### config.mk
export PLATFORM = sky130hd
export DESIGN_NAME = calibrated_compass_heading_top
export DESIGN_NICKNAME = d
export VERILOG_FILES = /design/src/rtl/core/cch_pkg.sv /design/src/rtl/core/cch_cordic.sv /design/src/rtl/core/cch_divider.sv /design/src/rtl/core/calibrated_compass_heading_top.sv
export SDC_FILE = /design/constraint.sdc
export NUM_CORES = 2
export LEC_CHECK = 0
export ABC_CLOCK_PERIOD_IN_PS = 16900
export BUFFER_PORTS_ARGS = -buffer_cell sky130_fd_sc_hd__buf_2
export CAP_MARGIN = 25
export CORE_ASPECT_RATIO = 0.6
export CORE_MARGIN = 3
export CORE_UTILIZATION = 60
export CTS_BUF_LIST = sky130_fd_sc_hd__clkbuf_8
export DETAILED_ROUTE_END_ITERATION = 8
export PLACE_DENSITY = 0.74
export SLEW_MARGIN = 15
export SYNTH_ARGS = -nofsm -noshare
export SYNTH_HDL_FRONTEND = slang
export SYNTH_SLANG_ARGS = --single-unit
export TNS_END_PERCENT = 5
### constraint.sdc
create_clock -name clock -period 16.9 [get_ports clock]
set_clock_uncertainty 0.05 [all_clocks]
set_input_delay 0.845 -clock clock [delete_from_list [all_inputs] [get_ports clock]]
set_output_delay 0.845 -clock clock [all_outputs]
set_load 0.005 [all_outputs]
### src/rtl/core/cch_pkg.sv
package cch_pkg;

   // Defaults for the top-level parameters.
   localparam int CORDIC_STEPS_DEF = 16;
   localparam int ANGLE_FRAC_DEF   = 7;

   // Fixed widths of the datapath.
   localparam int FIELD_W  = 16;  // raw sample, offsets, scales, min/max trackers
   localparam int DIFF_W   = FIELD_W + 1;
   localparam int PROD_W   = DIFF_W + FIELD_W;  // corrected sample
   localparam int CORDIC_W = 36;  // corrected sample with CORDIC gain and headroom
   localparam int DEG_FRAC = 16;  // fraction bits of the CORDIC angle in degrees
   localparam int ANGLE_W  = 27;  // CORDIC angle, signed
   localparam int HEAD_W   = 22;  // heading before clamping, signed
   localparam int ATAN_IDX_W = 5;

   // Scale ratio division.
   localparam int Q_FRAC = 12;
   localparam int QUOT_W = 15;
   localparam int DIV_W  = 31;

   localparam logic signed [FIELD_W-1:0] Q_ONE          = 16'sd4096;
   localparam logic signed [FIELD_W-1:0] Q_MAX          = 16'sd32767;
   localparam logic signed [FIELD_W-1:0] TRACK_MIN_INIT = 16'sh7FFF;
   localparam logic signed [FIELD_W-1:0] TRACK_MAX_INIT = 16'sh8000;

   typedef enum logic [1:0] {
      CMD_SAMPLE    = 2'd0,
      CMD_CAL_START = 2'd1,
      CMD_CAL_END   = 2'd2
   } cmd_type;

   // atan(2^-i) in degrees with DEG_FRAC fraction bits.
   function automatic logic signed [ANGLE_W-1:0] atan_q16(input logic [ATAN_IDX_W-1:0] idx);
      case (idx)
         5'd0:    atan_q16 = ANGLE_W'(2949120);
         5'd1:    atan_q16 = ANGLE_W'(1740967);
         5'd2:    atan_q16 = ANGLE_W'(919879);
         5'd3:    atan_q16 = ANGLE_W'(466945);
         5'd4:    atan_q16 = ANGLE_W'(234379);
         5'd5:    atan_q16 = ANGLE_W'(117304);
         5'd6:    atan_q16 = ANGLE_W'(58666);
         5'd7:    atan_q16 = ANGLE_W'(29335);
         5'd8:    atan_q16 = ANGLE_W'(14668);
         5'd9:    atan_q16 = ANGLE_W'(7334);
         5'd10:   atan_q16 = ANGLE_W'(3667);
         5'd11:   atan_q16 = ANGLE_W'(1833);
         5'd12:   atan_q16 = ANGLE_W'(917);
         5'd13:   atan_q16 = ANGLE_W'(458);
         5'd14:   atan_q16 = ANGLE_W'(229);
         5'd15:   atan_q16 = ANGLE_W'(115);
         5'd16:   atan_q16 = ANGLE_W'(57);
         5'd17:   atan_q16 = ANGLE_W'(29);
         5'd18:   atan_q16 = ANGLE_W'(14);
         5'd19:   atan_q16 = ANGLE_W'(7);
         5'd20:   atan_q16 = ANGLE_W'(4);
         5'd21:   atan_q16 = ANGLE_W'(2);
         5'd22:   atan_q16 = ANGLE_W'(1);
         default: atan_q16 = '0;
      endcase
   endfunction

endpackage

### src/rtl/core/cch_cordic.sv
module cch_cordic
   import cch_pkg::*;
#(
   parameter int CORDIC_STEPS = CORDIC_STEPS_DEF
) (
   input  logic                      clock,
   input  logic                      reset,
   input  logic                      start,
   input  logic signed [PROD_W-1:0]  x_in,
   input  logic signed [PROD_W-1:0]  y_in,
   output logic                      done,
   output logic signed [ANGLE_W-1:0] angle
);

   localparam int CW = $clog2(CORDIC_STEPS);

   logic [CW-1:0]              cnt_ff, cnt_in;
   logic                       running_ff, running_in;
   logic                       done_ff, done_in;
   logic                       zero_ff, zero_in;
   logic signed [CORDIC_W-1:0] x_ff, x_in_n, y_ff, y_in_n;
   logic signed [ANGLE_W-1:0]  z_ff, z_in;
   logic signed [CORDIC_W-1:0] x_ext, y_ext, x_sh, y_sh;

   assign x_ext = CORDIC_W'(x_in);
   assign y_ext = CORDIC_W'(y_in);
   assign x_sh  = x_ff >>> cnt_ff;
   assign y_sh  = y_ff >>> cnt_ff;

   always_comb begin
      cnt_in     = cnt_ff;
      running_in = running_ff;
      done_in    = 1'b0;
      zero_in    = zero_ff;
      x_in_n     = x_ff;
      y_in_n     = y_ff;
      z_in       = z_ff;
      if (start) begin
         cnt_in     = '0;
         running_in = 1'b1;
         zero_in    = (x_in == '0) && (y_in == '0);
         // Bring a vector in the left half plane over by a quarter turn.
         if (x_ext < 0) begin
            if (y_ext >= 0) begin
               x_in_n = y_ext;
               y_in_n = -x_ext;
               z_in   = ANGLE_W'(90 <<< DEG_FRAC);
            end else begin
               x_in_n = -y_ext;
               y_in_n = x_ext;
               z_in   = -ANGLE_W'(90 <<< DEG_FRAC);
            end
         end else begin
            x_in_n = x_ext;
            y_in_n = y_ext;
            z_in   = '0;
         end
      end else if (running_ff) begin
         if (y_ff >= 0) begin
            x_in_n = x_ff + y_sh;
            y_in_n = y_ff - x_sh;
            z_in   = z_ff + atan_q16(ATAN_IDX_W'(cnt_ff));
         end else begin
            x_in_n = x_ff - y_sh;
            y_in_n = y_ff + x_sh;
            z_in   = z_ff - atan_q16(ATAN_IDX_W'(cnt_ff));
         end
         if (cnt_ff == CW'(CORDIC_STEPS - 1)) begin
            running_in = 1'b0;
            done_in    = 1'b1;
         end else begin
            cnt_in = cnt_ff + 1'b1;
         end
      end
   end

   always_ff @(posedge clock) begin
      if (reset) begin
         running_ff <= 1'b0;
         done_ff    <= 1'b0;
         cnt_ff     <= '0;
      end else begin
         running_ff <= running_in;
         done_ff    <= done_in;
         cnt_ff     <= cnt_in;
      end
      zero_ff <= zero_in;
      x_ff    <= x_in_n;
      y_ff    <= y_in_n;
      z_ff    <= z_in;
   end

   assign done  = done_ff;
   assign angle = zero_ff ? '0 : z_ff;

endmodule

### src/rtl/core/cch_divider.sv
module cch_divider
   import cch_pkg::*;
(
   input  logic               clock,
   input  logic               reset,
   input  logic               start,
   input  logic [FIELD_W-1:0] dividend,
   input  logic [FIELD_W-1:0] divisor,
   output logic               done,
   output logic [QUOT_W-1:0]  quotient
);

   localparam int CW = $clog2(QUOT_W);

   logic [DIV_W-1:0]  rem_ff, rem_in, dsh_ff, dsh_in;
   logic [QUOT_W-1:0] q_ff, q_in;
   logic [CW-1:0]     cnt_ff, cnt_in;
   logic              running_ff, running_in;
   logic              done_ff, done_in;

   // The caller guarantees a quotient below 2^QUOT_W, so the divisor starts
   // aligned to the top quotient bit.
   always_comb begin
      rem_in     = rem_ff;
      dsh_in     = dsh_ff;
      q_in       = q_ff;
      cnt_in     = cnt_ff;
      running_in = running_ff;
      done_in    = 1'b0;
      if (start) begin
         rem_in     = DIV_W'({dividend, {Q_FRAC{1'b0}}});
         dsh_in     = DIV_W'({divisor, {(QUOT_W - 1){1'b0}}});
         q_in       = '0;
         cnt_in     = '0;
         running_in = 1'b1;
      end else if (running_ff) begin
         if (rem_ff >= dsh_ff) begin
            rem_in = rem_ff - dsh_ff;
            q_in   = {q_ff[QUOT_W-2:0], 1'b1};
         end else begin
            q_in = {q_ff[QUOT_W-2:0], 1'b0};
         end
         dsh_in = dsh_ff >> 1;
         if (cnt_ff == CW'(QUOT_W - 1)) begin
            running_in = 1'b0;
            done_in    = 1'b1;
         end else begin
            cnt_in = cnt_ff + 1'b1;
         end
      end
   end

   always_ff @(posedge clock) begin
      if (reset) begin
         running_ff <= 1'b0;
         done_ff    <= 1'b0;
         cnt_ff     <= '0;
      end else begin
         running_ff <= running_in;
         done_ff    <= done_in;
         cnt_ff     <= cnt_in;
      end
      rem_ff <= rem_in;
      dsh_ff <= dsh_in;
      q_ff   <= q_in;
   end

   assign done     = done_ff;
   assign quotient = q_ff;

endmodule

### src/rtl/core/calibrated_compass_heading_top.sv
// Calibrated compass heading.
// The req channel takes one item per command: req_tuser carries the command
// (sample, start calibration, end calibration), req_tdata the raw X and Y
// field readings. Every item gives exactly one item on the rsp channel.
// A sample updates the min/max trackers, is corrected with the stored offsets
// and scales by one shared multiplier, and its angle is found by
// an iterative CORDIC that does one micro-rotation a cycle. Declination comes
// in through the csr channel, which is always ready.
// A sample result is loaded into the output register after the multiplier,
// CORDIC and wrap steps, an end calibration after the 15-step ratio divider
// unless it saturates or has equal ranges, and any other command directly.
// req_tready is high only while the sequencer is idle, so a new item can be
// taken no earlier than the cycle after the previous result has been loaded
// into the output register.
// The output register holds its item while rsp_tready is low; the next item
// may be accepted meanwhile but its result waits until the register is free.
// Reset clears the trackers to their empty state, the offsets to zero, both
// scales to one and the declination to zero; no clearing pass is needed.
module calibrated_compass_heading_top
   import cch_pkg::*;
#(
   parameter int CORDIC_STEPS        = CORDIC_STEPS_DEF,
   parameter int ANGLE_FRACTION_BITS = ANGLE_FRAC_DEF
) (
   input  logic        clock,
   input  logic        reset,
   input  logic        req_tvalid,
   output logic        req_tready,
   input  logic [31:0] req_tdata,   // field_x [15:0], field_y [31:16]
   input  logic [1:0]  req_tuser,   // command [1:0]
   output logic        rsp_tvalid,
   input  logic        rsp_tready,
   output logic [15:0] rsp_tdata,   // heading [15:0]
   output logic [1:0]  rsp_tuser,   // heading_valid [0], scale_clipped [1]
   input  logic        csr_valid,
   output logic        csr_ready,
   input  logic [15:0] csr_data     // declination [15:0]
);

   localparam int SH = DEG_FRAC - ANGLE_FRACTION_BITS;
   localparam logic signed [ANGLE_W-1:0] ROUND_HALF = ANGLE_W'(1 <<< (SH - 1));
   localparam logic signed [HEAD_W-1:0]  FULL       =
      HEAD_W'(360 <<< ANGLE_FRACTION_BITS);

   typedef enum logic [3:0] {
      ST_IDLE,
      ST_MUL_X,
      ST_MUL_Y,
      ST_START,
      ST_ITER,
      ST_WRAP,
      ST_CAL,
      ST_DIV,
      ST_DELIVER
   } state_type;

   state_type state_ff, state_in;

   logic signed [FIELD_W-1:0] fx_ff, fx_in, fy_ff, fy_in;
   logic signed [FIELD_W-1:0] min_x_ff, min_x_in, max_x_ff, max_x_in;
   logic signed [FIELD_W-1:0] min_y_ff, min_y_in, max_y_ff, max_y_in;
   logic signed [FIELD_W-1:0] offset_x_ff, offset_x_in, offset_y_ff, offset_y_in;
   logic signed [FIELD_W-1:0] scale_x_ff, scale_x_in, scale_y_ff, scale_y_in;
   logic signed [FIELD_W-1:0] decl_ff, decl_in;
   logic signed [PROD_W-1:0]  cx_ff, cx_in, cy_ff, cy_in;
   logic signed [HEAD_W-1:0]  h_ff, h_in;
   logic                      res_valid_ff, res_valid_in;
   logic                      res_clip_ff, res_clip_in;
   logic                      wide_y_ff, wide_y_in;
   logic                      rsp_tvalid_ff, rsp_tvalid_in;
   logic [15:0]               rsp_tdata_ff, rsp_tdata_in;
   logic [1:0]                rsp_tuser_ff, rsp_tuser_in;

   logic signed [FIELD_W-1:0] req_x, req_y;
   logic signed [DIFF_W-1:0]  diff_x, diff_y, mul_a;
   logic signed [FIELD_W-1:0] mul_b;
   logic signed [PROD_W-1:0]  prod;

   logic                      cordic_start, cordic_done;
   logic signed [ANGLE_W-1:0] angle, angle_rnd, angle_sh;
   logic signed [HEAD_W-1:0]  h_round, h_clamp;

   logic signed [DIFF_W-1:0]  dx, dy, sum_x, sum_y, sum_x_adj, sum_y_adj;
   logic [FIELD_W-1:0]        rx, ry, wide, narrow;
   logic                      ratio_sat;
   logic                      div_start, div_done;
   logic [QUOT_W-1:0]         quotient;

   assign req_x = req_tdata[15:0];
   assign req_y = req_tdata[31:16];

   // Shared multiplier for the offset and scale correction.
   assign diff_x = DIFF_W'(fx_ff) - DIFF_W'(offset_x_ff);
   assign diff_y = DIFF_W'(fy_ff) - DIFF_W'(offset_y_ff);
   assign mul_a  = (state_ff == ST_MUL_X) ? diff_x : diff_y;
   assign mul_b  = (state_ff == ST_MUL_X) ? scale_x_ff : scale_y_ff;
   assign prod   = PROD_W'(mul_a) * PROD_W'(mul_b);

   // Round the CORDIC angle half up to heading units and add declination.
   assign angle_rnd = angle + ROUND_HALF;
   assign angle_sh  = angle_rnd >>> SH;
   assign h_round   = HEAD_W'(angle_sh) + HEAD_W'(decl_ff);

   always_comb begin
      if (h_ff < 0) begin
         h_clamp = '0;
      end else if (h_ff > FULL) begin
         h_clamp = FULL;
      end else begin
         h_clamp = h_ff;
      end
   end

   // Calibration arithmetic; a range with max below min counts as zero.
   assign dx        = DIFF_W'(max_x_ff) - DIFF_W'(min_x_ff);
   assign dy        = DIFF_W'(max_y_ff) - DIFF_W'(min_y_ff);
   assign rx        = dx[DIFF_W-1] ? '0 : dx[FIELD_W-1:0];
   assign ry        = dy[DIFF_W-1] ? '0 : dy[FIELD_W-1:0];
   assign sum_x     = DIFF_W'(max_x_ff) + DIFF_W'(min_x_ff);
   assign sum_y     = DIFF_W'(max_y_ff) + DIFF_W'(min_y_ff);
   assign sum_x_adj = sum_x + DIFF_W'({1'b0, sum_x[DIFF_W-1]});
   assign sum_y_adj = sum_y + DIFF_W'({1'b0, sum_y[DIFF_W-1]});
   assign wide      = (ry > rx) ? ry : rx;
   assign narrow    = (ry > rx) ? rx : ry;
   // The ratio reaches 2^QUOT_W exactly when wide is at least eight times narrow.
   assign ratio_sat = {3'b000, wide} >= {narrow, 3'b000};

   always_comb begin
      state_in      = state_ff;
      fx_in         = fx_ff;
      fy_in         = fy_ff;
      min_x_in      = min_x_ff;
      max_x_in      = max_x_ff;
      min_y_in      = min_y_ff;
      max_y_in      = max_y_ff;
      offset_x_in   = offset_x_ff;
      offset_y_in   = offset_y_ff;
      scale_x_in    = scale_x_ff;
      scale_y_in    = scale_y_ff;
      decl_in       = decl_ff;
      cx_in         = cx_ff;
      cy_in         = cy_ff;
      h_in          = h_ff;
      res_valid_in  = res_valid_ff;
      res_clip_in   = res_clip_ff;
      wide_y_in     = wide_y_ff;
      rsp_tvalid_in = rsp_tvalid_ff && !rsp_tready;
      rsp_tdata_in  = rsp_tdata_ff;
      rsp_tuser_in  = rsp_tuser_ff;
      cordic_start  = 1'b0;
      div_start     = 1'b0;

      if (csr_valid) begin
         decl_in = csr_data;
      end

      case (state_ff)
         ST_IDLE: begin
            if (req_tvalid) begin
               fx_in        = req_x;
               fy_in        = req_y;
               h_in         = '0;
               res_valid_in = 1'b0;
               res_clip_in  = 1'b0;
               case (cmd_type'(req_tuser))
                  CMD_SAMPLE: begin
                     if (req_x < min_x_ff) min_x_in = req_x;
                     if (req_x > max_x_ff) max_x_in = req_x;
                     if (req_y < min_y_ff) min_y_in = req_y;
                     if (req_y > max_y_ff) max_y_in = req_y;
                     state_in = ST_MUL_X;
                  end
                  CMD_CAL_START: begin
                     min_x_in = TRACK_MIN_INIT;
                     min_y_in = TRACK_MIN_INIT;
                     max_x_in = TRACK_MAX_INIT;
                     max_y_in = TRACK_MAX_INIT;
                     state_in = ST_DELIVER;
                  end
                  CMD_CAL_END: begin
                     state_in = ST_CAL;
                  end
                  default: begin
                     state_in = ST_DELIVER;
                  end
               endcase
            end
         end
         ST_MUL_X: begin
            cx_in    = prod;
            state_in = ST_MUL_Y;
         end
         ST_MUL_Y: begin
            cy_in    = prod;
            state_in = ST_START;
         end
         ST_START: begin
            cordic_start = 1'b1;
            state_in     = ST_ITER;
         end
         ST_ITER: begin
            if (cordic_done) begin
               h_in     = h_round;
               state_in = ST_WRAP;
            end
         end
         ST_WRAP: begin
            if (h_ff < 0) begin
               h_in = h_ff + FULL;
            end else if (h_ff > FULL) begin
               h_in = h_ff - FULL;
            end
            res_valid_in = 1'b1;
            state_in     = ST_DELIVER;
         end
         ST_CAL: begin
            offset_x_in = sum_x_adj[DIFF_W-1:1];
            offset_y_in = sum_y_adj[DIFF_W-1:1];
            wide_y_in   = ry > rx;
            if (rx == ry) begin
               scale_x_in = Q_ONE;
               scale_y_in = Q_ONE;
               state_in   = ST_DELIVER;
            end else begin
               if (ry > rx) begin
                  scale_y_in = Q_ONE;
               end else begin
                  scale_x_in = Q_ONE;
               end
               if (ratio_sat) begin
                  if (ry > rx) begin
                     scale_x_in = Q_MAX;
                  end else begin
                     scale_y_in = Q_MAX;
                  end
                  res_clip_in = 1'b1;
                  state_in    = ST_DELIVER;
               end else begin
                  div_start = 1'b1;
                  state_in  = ST_DIV;
               end
            end
         end
         ST_DIV: begin
            if (div_done) begin
               if (wide_y_ff) begin
                  scale_x_in = FIELD_W'(quotient);
               end else begin
                  scale_y_in = FIELD_W'(quotient);
               end
               state_in = ST_DELIVER;
            end
         end
         ST_DELIVER: begin
            if (!rsp_tvalid_ff || rsp_tready) begin
               rsp_tvalid_in = 1'b1;
               rsp_tdata_in  = h_clamp[15:0];
               rsp_tuser_in  = {res_clip_ff, res_valid_ff};
               state_in      = ST_IDLE;
            end
         end
         default: begin
            state_in = ST_IDLE;
         end
      endcase
   end

   always_ff @(posedge clock) begin
      if (reset) begin
         state_ff      <= ST_IDLE;
         min_x_ff      <= TRACK_MIN_INIT;
         min_y_ff      <= TRACK_MIN_INIT;
         max_x_ff      <= TRACK_MAX_INIT;
         max_y_ff      <= TRACK_MAX_INIT;
         offset_x_ff   <= '0;
         offset_y_ff   <= '0;
         scale_x_ff    <= Q_ONE;
         scale_y_ff    <= Q_ONE;
         decl_ff       <= '0;
         rsp_tvalid_ff <= 1'b0;
      end else begin
         state_ff      <= state_in;
         min_x_ff      <= min_x_in;
         min_y_ff      <= min_y_in;
         max_x_ff      <= max_x_in;
         max_y_ff      <= max_y_in;
         offset_x_ff   <= offset_x_in;
         offset_y_ff   <= offset_y_in;
         scale_x_ff    <= scale_x_in;
         scale_y_ff    <= scale_y_in;
         decl_ff       <= decl_in;
         rsp_tvalid_ff <= rsp_tvalid_in;
      end
      fx_ff        <= fx_in;
      fy_ff        <= fy_in;
      cx_ff        <= cx_in;
      cy_ff        <= cy_in;
      h_ff         <= h_in;
      res_valid_ff <= res_valid_in;
      res_clip_ff  <= res_clip_in;
      wide_y_ff    <= wide_y_in;
      rsp_tdata_ff <= rsp_tdata_in;
      rsp_tuser_ff <= rsp_tuser_in;
   end

   cch_cordic #(
      .CORDIC_STEPS(CORDIC_STEPS)
   ) u_cordic (
      .clock (clock),
      .reset (reset),
      .start (cordic_start),
      .x_in  (cx_ff),
      .y_in  (cy_ff),
      .done  (cordic_done),
      .angle (angle)
   );

   cch_divider u_divider (
      .clock    (clock),
      .reset    (reset),
      .start    (div_start),
      .dividend (wide),
      .divisor  (narrow),
      .done     (div_done),
      .quotient (quotient)
   );

   assign req_tready = (state_ff == ST_IDLE);
   assign rsp_tvalid = rsp_tvalid_ff;
   assign rsp_tdata  = rsp_tdata_ff;
   assign rsp_tuser  = rsp_tuser_ff;
   assign csr_ready  = 1'b1;

   a_nonsample_zero: assert property (@(posedge clock) disable iff (reset)
      rsp_tvalid && !rsp_tuser[0] |-> rsp_tdata == 16'd0)
      else $error("result without a heading carries a non-zero heading");

   a_flags_exclusive: assert property (@(posedge clock) disable iff (reset)
      rsp_tvalid |-> !(rsp_tuser[0] && rsp_tuser[1]))
      else $error("heading and clipped flags set together");

   a_one_at_a_time: assert property (@(posedge clock) disable iff (reset)
      req_tvalid && req_tready |=> !req_tready)
      else $error("second item accepted while one is in progress");

   a_cordic_in_iter: assert property (@(posedge clock) disable iff (reset)
      cordic_done |-> state_ff == ST_ITER)
      else $error("CORDIC finished outside its iteration phase");

endmodule

==> impl_metrics.tcl <==
set metrics [dict create \
    p_leak_nw 23.9 \
    worstHoldEndpoint "decl_ff[0]" \
    cts_buffers 83 \
    period_needed_ns 10.24 \
    clkPwrFrac_pct 17.3 \
    synth_cell_types 94 \
    final_hold_viol_count 0 \
    tightest_slew_ns 1.16 \
    min_period_over_period_pct 60.6 \
    critical_path.slowest_cell "mux2i_1" \
    report.final.setup_viol 0 \
    drt_iter0_drc 5403 \
    cts_setup_buffers 0 \
    end_kind "flip-flop" \
    cts_tree "done" \
    grt_overflow 0 \
    mostFrequentLayoutCell "inv_1" \
    slew_headroom_pct 21.8 \
    synth_nets 6831 \
    rows 83 \
    seq_area_frac_synth_pct 24.2 \
    min-delay-start "csr_data[0]" \
    grt_max_degree 103 \
    drive_gt1_share_pct 7.27 \
    syn-mean-instance-area_um2 8.72 \
    r2r_setup_slack_ns 6.66 \
    pwr_density_cell_mw_per_mm2 129 \
    initial_core_util_pct 61.1 \
    finalPower_mw 7.22 \
    post_drt_wl_per_cell_um 21.5 \
    fin_setup_tns_ns 0 \
    first_global_vias 42300 \
    final_cell_mix "inv_1, nand2_1, nor2_1" \
    routed_wl_mm 155 \
    holdPathStages 3 \
    timing.final.max_slew_violations 0 \
    yosys.area.top_type "edfxtp_1" \
    grt_pass1_wl_mm 245 \
    ys.flop_type "edfxtp_1" \
    critPathLaunchType "flip-flop" \
    clk_path_buf_depth 3 \
    clkSlewWorstSetupHoldPaths_ns 0.07 \
    cts-resized-gates 0 \
    synth-seq-cells 500 \
    remaining_drc_errors 0 \
    hpwl_mm 121 \
    seq_power_share_pct 25.0 \
    max_clock_freq_ghz 0.0976 \
    synthDominantCellAreaShare_pct 15.5 \
    grt_use_total_pct 33.5 \
    coreArea_mm2 0.0863 \
    antenna_found_initial 3 \
    nFillCells 7296 \
    numPortBuffers 74 \
    io_pins 76 \
    dr_total_vias 46000 \
    cp_max_fo 43 \
    fin_util_pct 64.8 \
    r2r_start "state_ff[0]" \
    r2r_cells 28 \
    clock_latency_ns 0.76 \
    diodes 0 \
    synthToLayoutAreaGrowth_pct 6.06 \
    cts.sinks 500 \
    crit_type "flip-flop to flip-flop" \
    hold_class "input pin to flip-flop" \
    firstDrtPassIters 7 \
    die_w_um 389 \
    cp_data_required_time_ns 17.32 \
    via_per_inst 6.36 \
    place.gp.congestion 1.03 \
    drtAntennaViolNets 0 \
    comb_power_share_pct 57.8 \
    ctsHoldBuffers 0 \
    synth_edf_count 273 \
    syn_inst 6052 \
    peakVddDrop_uv 168 \
    swShare_pct 47.6 \
    root_buffer "clkbuf_8" \
    synth_area_leaders "edfxtp_1, fa_1, ha_1" \
    syn_area_mm2 0.0527 \
    max_cap_violations 0 \
    r2r_end "cy_ff[31]" \
    h-tree-depth 3 \
    layout.nets 6787 \
    synthArstFlopShare_pct 0 \
    crit_path_frequent_cell "fa_1" \
    power.internal_mw 3.78 \
    ys.warnings.count 0 \
    arrival_ns 10.67 \
    die_h_um 236 \
    netSwitchingPower_mw 3.44 \
    dieArea_mm2 0.0916 \
    status "complete, no violations" \
    rsz0062_at_grt "no" \
    cpPeakStageDelay_ns 0.86 \
]
## state kept, by name (all words and copies together) (netlist names), 22 cells and up, named ones only
| name | cells |
|---|---|
| h_ff | 22 |
| u_divider.rem_ff | 31 |
| u_cordic.x_ff | 36 |
| u_divider.dsh_ff | 30 |
| u_cordic.y_ff | 36 |
| cy_ff | 33 |
| cx_ff | 33 |
| u_cordic.z_ff | 27 |
## stage by stage
| step | instances | cell area, um2 | hold WS, ns | setup WS (ns) |
|---|---|---|---|---|
| after detailed placement | 7057 | 53900 | 0.367 | 6.72 |
| after global routing | 7225 | 55900 | 0.246 | 6.13 |
| after CTS | 7212 | 55800 | 0.201 | 6.72 |
| after global placement | 7054 | 53900 | 0.391 | 6.93 |
| after floorplan | 6052 | 52700 | 0.350 | 8.14 |
| final | 7225 | 55900 | 0.276 | 6.66 |
## worst max path at each step
stage	startpoint	endpoint	slack, ns	cells after the start
after global routing	state_ff[0]	cx_ff[31]	6.13	28
after floorplan	state_ff[2]	cx_ff[31]	8.14	30
after global placement	fy_ff[0]	cx_ff[32]	6.93	31
final	state_ff[0]	cy_ff[31]	6.66	28
after CTS	fy_ff[0]	cx_ff[32]	6.72	31
after detailed placement	fy_ff[0]	cx_ff[32]	6.72	31
## logic make-up after synthesis
group | share of synthesized area (%)
multiplexers | 7.68
AND/OR/NAND/NOR | 16.4
buffers and inverters | 6.30
adder cells (fa/ha/maj) | 21.3
flip-flops | 24.2
XOR/XNOR | 6.66
AO/OA/AOI/OAI | 17.5
other | 0.00711
## synth_stat cells (all sizes together), types with 21 or more instances
master and count:
nand2 599, inv 593, nor2 518, ha 437, a21oi 380, o21ai 321, fa 287, edfxtp 273
xnor2 245, dfxtp 227, clkbuf 199, mux2i 167, xor2 156, nand3 113, a21o 108, nand2b 102
nor3 97, o21a 97, mux4 88, o211ai 78, nor2b 72, or3 66, buf 65, and2 64
o31ai 57, a211oi 56, a31oi 44, and3 41, nand4 40, o22ai 34, o21bai 30, or2 30
mux2 29, nor4 27, a22o 24, nor3b 21
## routing by layer
layer / up-vias / wire length [um] / track usage [%]
li1: 21200 / - / -
met1: 22200 / 74200 / 54.1
met2: 2392 / 57800 / 42.3
met3: 185 / 21100 / 11.3
met4: 4 / 2240 / 5.70
met5: - / 214 / 1.82
## critical path, delay by kind of cell (launching register included)
kind	cells	cell delay (ns)
fa+ha+maj	7	3.47
compound gates	9	2.45
buf+inv	7	1.75
mux	1	0.86
flops	1	0.64
simple gates	3	0.48
xor+xnor	1	0.17
## power by group through the flow
stage	Combinational (mW)	Sequential, mW	Clock, mW
after floorplan	3.01	1.74	0
after global placement	3.93	1.81	0
after detailed placement	4.03	1.82	0
after CTS	4.05	1.79	1.27
after global routing	4.61	1.82	1.32
final	4.17	1.80	1.25
## final cells by class
| cell class | instances | area, um2 | area share [%] |
|---|---|---|---|
| multi-input cells | 4694 | 36800 | 65.7 |
| inverters | 594 | 2230 | 3.99 |
| flip-flops and latches | 500 | 12800 | 22.8 |
| clock buffers | 103 | 1420 | 2.53 |
| repair buffers | 135 | 875 | 1.56 |
| well taps | 1147 | 1440 | 2.57 |
| clock inverters | 52 | 462 | 0.825 |
Note: power is estimated with default switching activity, not from simulation.
